File: config.mk
export PLATFORM = sky130hd
export DESIGN_NAME = rsbs_sum_cmp
export DESIGN_NICKNAME = d
export VERILOG_FILES = /design/src/rtl/rsbs_pkg.sv /design/src/rtl/rsbs_sum_cmp.sv
export SDC_FILE = /design/constraint.sdc
export NUM_CORES = 1
export LEC_CHECK = 0
export BUFFER_PORTS_ARGS = -buffer_cell sky130_fd_sc_hd__buf_4
export CAP_MARGIN = 20
export CORE_ASPECT_RATIO = 1.75
export CORE_MARGIN = 8
export CORE_UTILIZATION = 47
export DETAILED_ROUTE_END_ITERATION = 16
export GPL_ROUTABILITY_DRIVEN = 0
export PLACE_DENSITY_LB_ADDON = 0.3
export SLEW_MARGIN = 20
export SYNTH_ARGS = -nofsm -noshare
export SYNTH_HDL_FRONTEND = slang
export SYNTH_SLANG_ARGS = --single-unit
File: constraint.sdc
create_clock -name vclk -period 5
set_input_delay 0.5 -clock vclk [all_inputs]
set_output_delay 0.5 -clock vclk [all_outputs]
set_load 0.01 [all_outputs]
File: src/rtl/rsbs_pkg.sv
// Shared types and constants of the record sort unit.
package rsbs_pkg;

  localparam int unsigned MaxRecords = 64;
  localparam int unsigned IdxW       = $clog2(MaxRecords);
  localparam int unsigned CntW       = $clog2(MaxRecords + 1);

  localparam int unsigned TagW  = 6;
  localparam int unsigned CodeW = 56;
  localparam int unsigned AmtW  = 32;
  localparam int unsigned SumW  = AmtW + 1;

  typedef struct packed {
    logic [TagW-1:0]  tag;
    logic [CodeW-1:0] code;
    logic [AmtW-1:0]  salary;
    logic [AmtW-1:0]  allowance;
  } rec_t;

  typedef struct packed {
    logic            we;
    logic [IdxW-1:0] waddr;
    rec_t            wdata;
    logic            re;
    logic [IdxW-1:0] raddr;
  } mem_req_t;

endpackage

File: src/rtl/rsbs_sum_cmp.sv
// Shared sum and compare unit: forms salary plus allowance and tests it against a held sum.
module rsbs_sum_cmp (
  input  rsbs_pkg::rec_t              rec_i,
  input  logic [rsbs_pkg::SumW-1:0]   ref_sum_i,
  output logic [rsbs_pkg::SumW-1:0]   sum_o,
  output logic                        ref_less_o
);

  assign sum_o      = {1'b0, rec_i.salary} + {1'b0, rec_i.allowance};
  assign ref_less_o = (ref_sum_i < sum_o);

endmodule

==> run metrics <==
postcts setup bufs 0; final period utilization 0.881; Finished Core Util 0.653; hold_buf cts 0; Antenna Cells 0; Final Instance Count excl. Fillers 567; Min Hold Slack 1.33 ns; CP most frequent cell buf_4; Yosys cell types 50; LEAKAGE 2.01 nW; Crit path arrival time 3.91 ns; Synth Cell Area 2730 µm²; antenna violations before repair 0; Critical Path RT 4.50 ns; # setup viols final 0; Place WS 0.605 ns; register area share after synthesis 0; layout cell share with drive strength beyond 1 0.297; post-layout instance area 3750 µm²; top post-synthesis cells by area ha_1 29%, a21o_1 8.5%, a21oi_1 6.8%, xnor2_1 6.7%, xor2_1 4.8%; CP bufs+invs 4; Post-Route WL 8.70 mm; nature of the critical path endpoint output port; I/O Pins 193; crit path max fanout 5; total gr overflow 0; DR iter-0 viols 175; CLK BUF 0; die width 73.6 µm; Hold Crit Class in2out; DRC violations left 0; Final Hold Vio Count 0; Vias/cell 5.59; actual slew at the worst max-slew pin 0.546 ns; post_cts resized 0; hold path startpoint rec_i[32]; largest net degree at the start of global routing 12; number of port buffers 131; Final #Nets 715; Initial DRT Pass Iterations 4; Post-Syn Instances 373; Logic pwr share 1.000; vias in the first global route 3332; GRT Util Overall 0.198; Worst path slowest cell o31ai_4; Die Ht 117 µm; Synthesized Nets 597; maxcap violations 0; top cells by count, synth 64 x ha_1, 37 x a21oi_1, 31 x a21o_1; status finished, final reports clean; seq_cells 0; Pins Over Slew Limit 0; placed cell count 567; Worst Setup Start Kind primary input; Worst setup startpoint rec_i[0]; wire per inst 15.3 µm; Switching Share 0.505; synthesized area per cell 7.33 µm²; Area after DPL 3750 µm²; Die ar. 8610 µm²; Power, Total 629 µW; Clk network pwr share 0; Synth top area share 0.293; vias 3168; worst vdd ir 86.8 µV; worst setup margin 0.595 ns; row cnt 37; Int Power 311 µW; Sw Pwr 318 µW; Tmin final 4.41 ns; Post-DRT Antenna Nets 0; fmax 0.227 GHz; crit-path cells buf_4, ha_1, inv_1, fa_1, nor2b_1, o21ai_0, nand3_1, a21oi_1, buf_4, o31ai_4, mux2_2, ha_1, a21o_1, a21o_1, a21oi_1, o211ai_1, a31oi_1, buf_4; Seq pwr share 0; RSZ-0062 raised after global routing no; Top delay family on crit path compound AO/OA/AOI/OAI gates; WS Path Type in2out; first-pass GRT wire length 14.1 mm; HPWL after DPL 7.76 mm; largest area contributor in the netlist ha_1; synth-to-layout area growth 37.2%; most frequent cell after synthesis ha_1; Ys Warns 0; core area 5740 µm²; Reg area 0 µm²; crit-path max cell delay 0.42 ns; Slew headroom 0.631; Starting Density 0.476; Pwr Density 168 nW/µm²; final setup TNS 0 ns
==> power groups by stage <==
stage	Combinational [mW]	Clock, mW	Sequential (mW)
after floorplan	0.394	0	0
after global placement	0.614	0	0
after detailed placement	0.629	0	0
after CTS	0.633	0	0
after global routing	0.702	0	0
final	0.629	0	0
==> layout make-up <==
class,instances,area [µm²]
inverter,25,93.8
timing repair buffer,132,991
multi-input combinational,332,2570
tap,78,97.6
fill,540,1990
==> final timing paths <==
path  cells after the start    endpoint  slack, ns
max                      18  ref_less_o       0.59
min                       3    sum_o[0]       1.33
==> per-layer routing <==
metal  routed length [µm]  global-route usage  vias to the layer above
li1                     -                   -                     1615
met1                 3320               0.204                     1425
met2                 4720               0.399                      114
met3                  516              0.0290                       14
met4                  140              0.0336                        0
met5                    0                   0                        -
==> cell usage in the layout, fill, tap and decap left out, drive strengths merged, types with 2 or more instances in the layout <==
cell      n
a211o     2
a211oi    2
a21o     31
a21oi    39
a31oi     7
a41o      2
and2      3
and3      4
buf     132
ha       64
inv      25
mux2i     2
nand2    24
nand2b    4
nand3     8
nand3b    3
nand4    11
nor2     19
nor2b     5
nor3      4
o211ai    7
o21a      6
o21ai    27
o311a     2
o31a      2
o31ai     2
or2       2
or3       3
xnor2    21
xor2     15
==> cell families after synthesis <==
logic type,share of synthesized area
compound gates,0.337
simple gates,0.174
fa+ha+maj,0.300
buf+inv,0.0609
xor+xnor,0.115
mux,0.0114
Note: power is estimated with default switching activity, not from simulation.
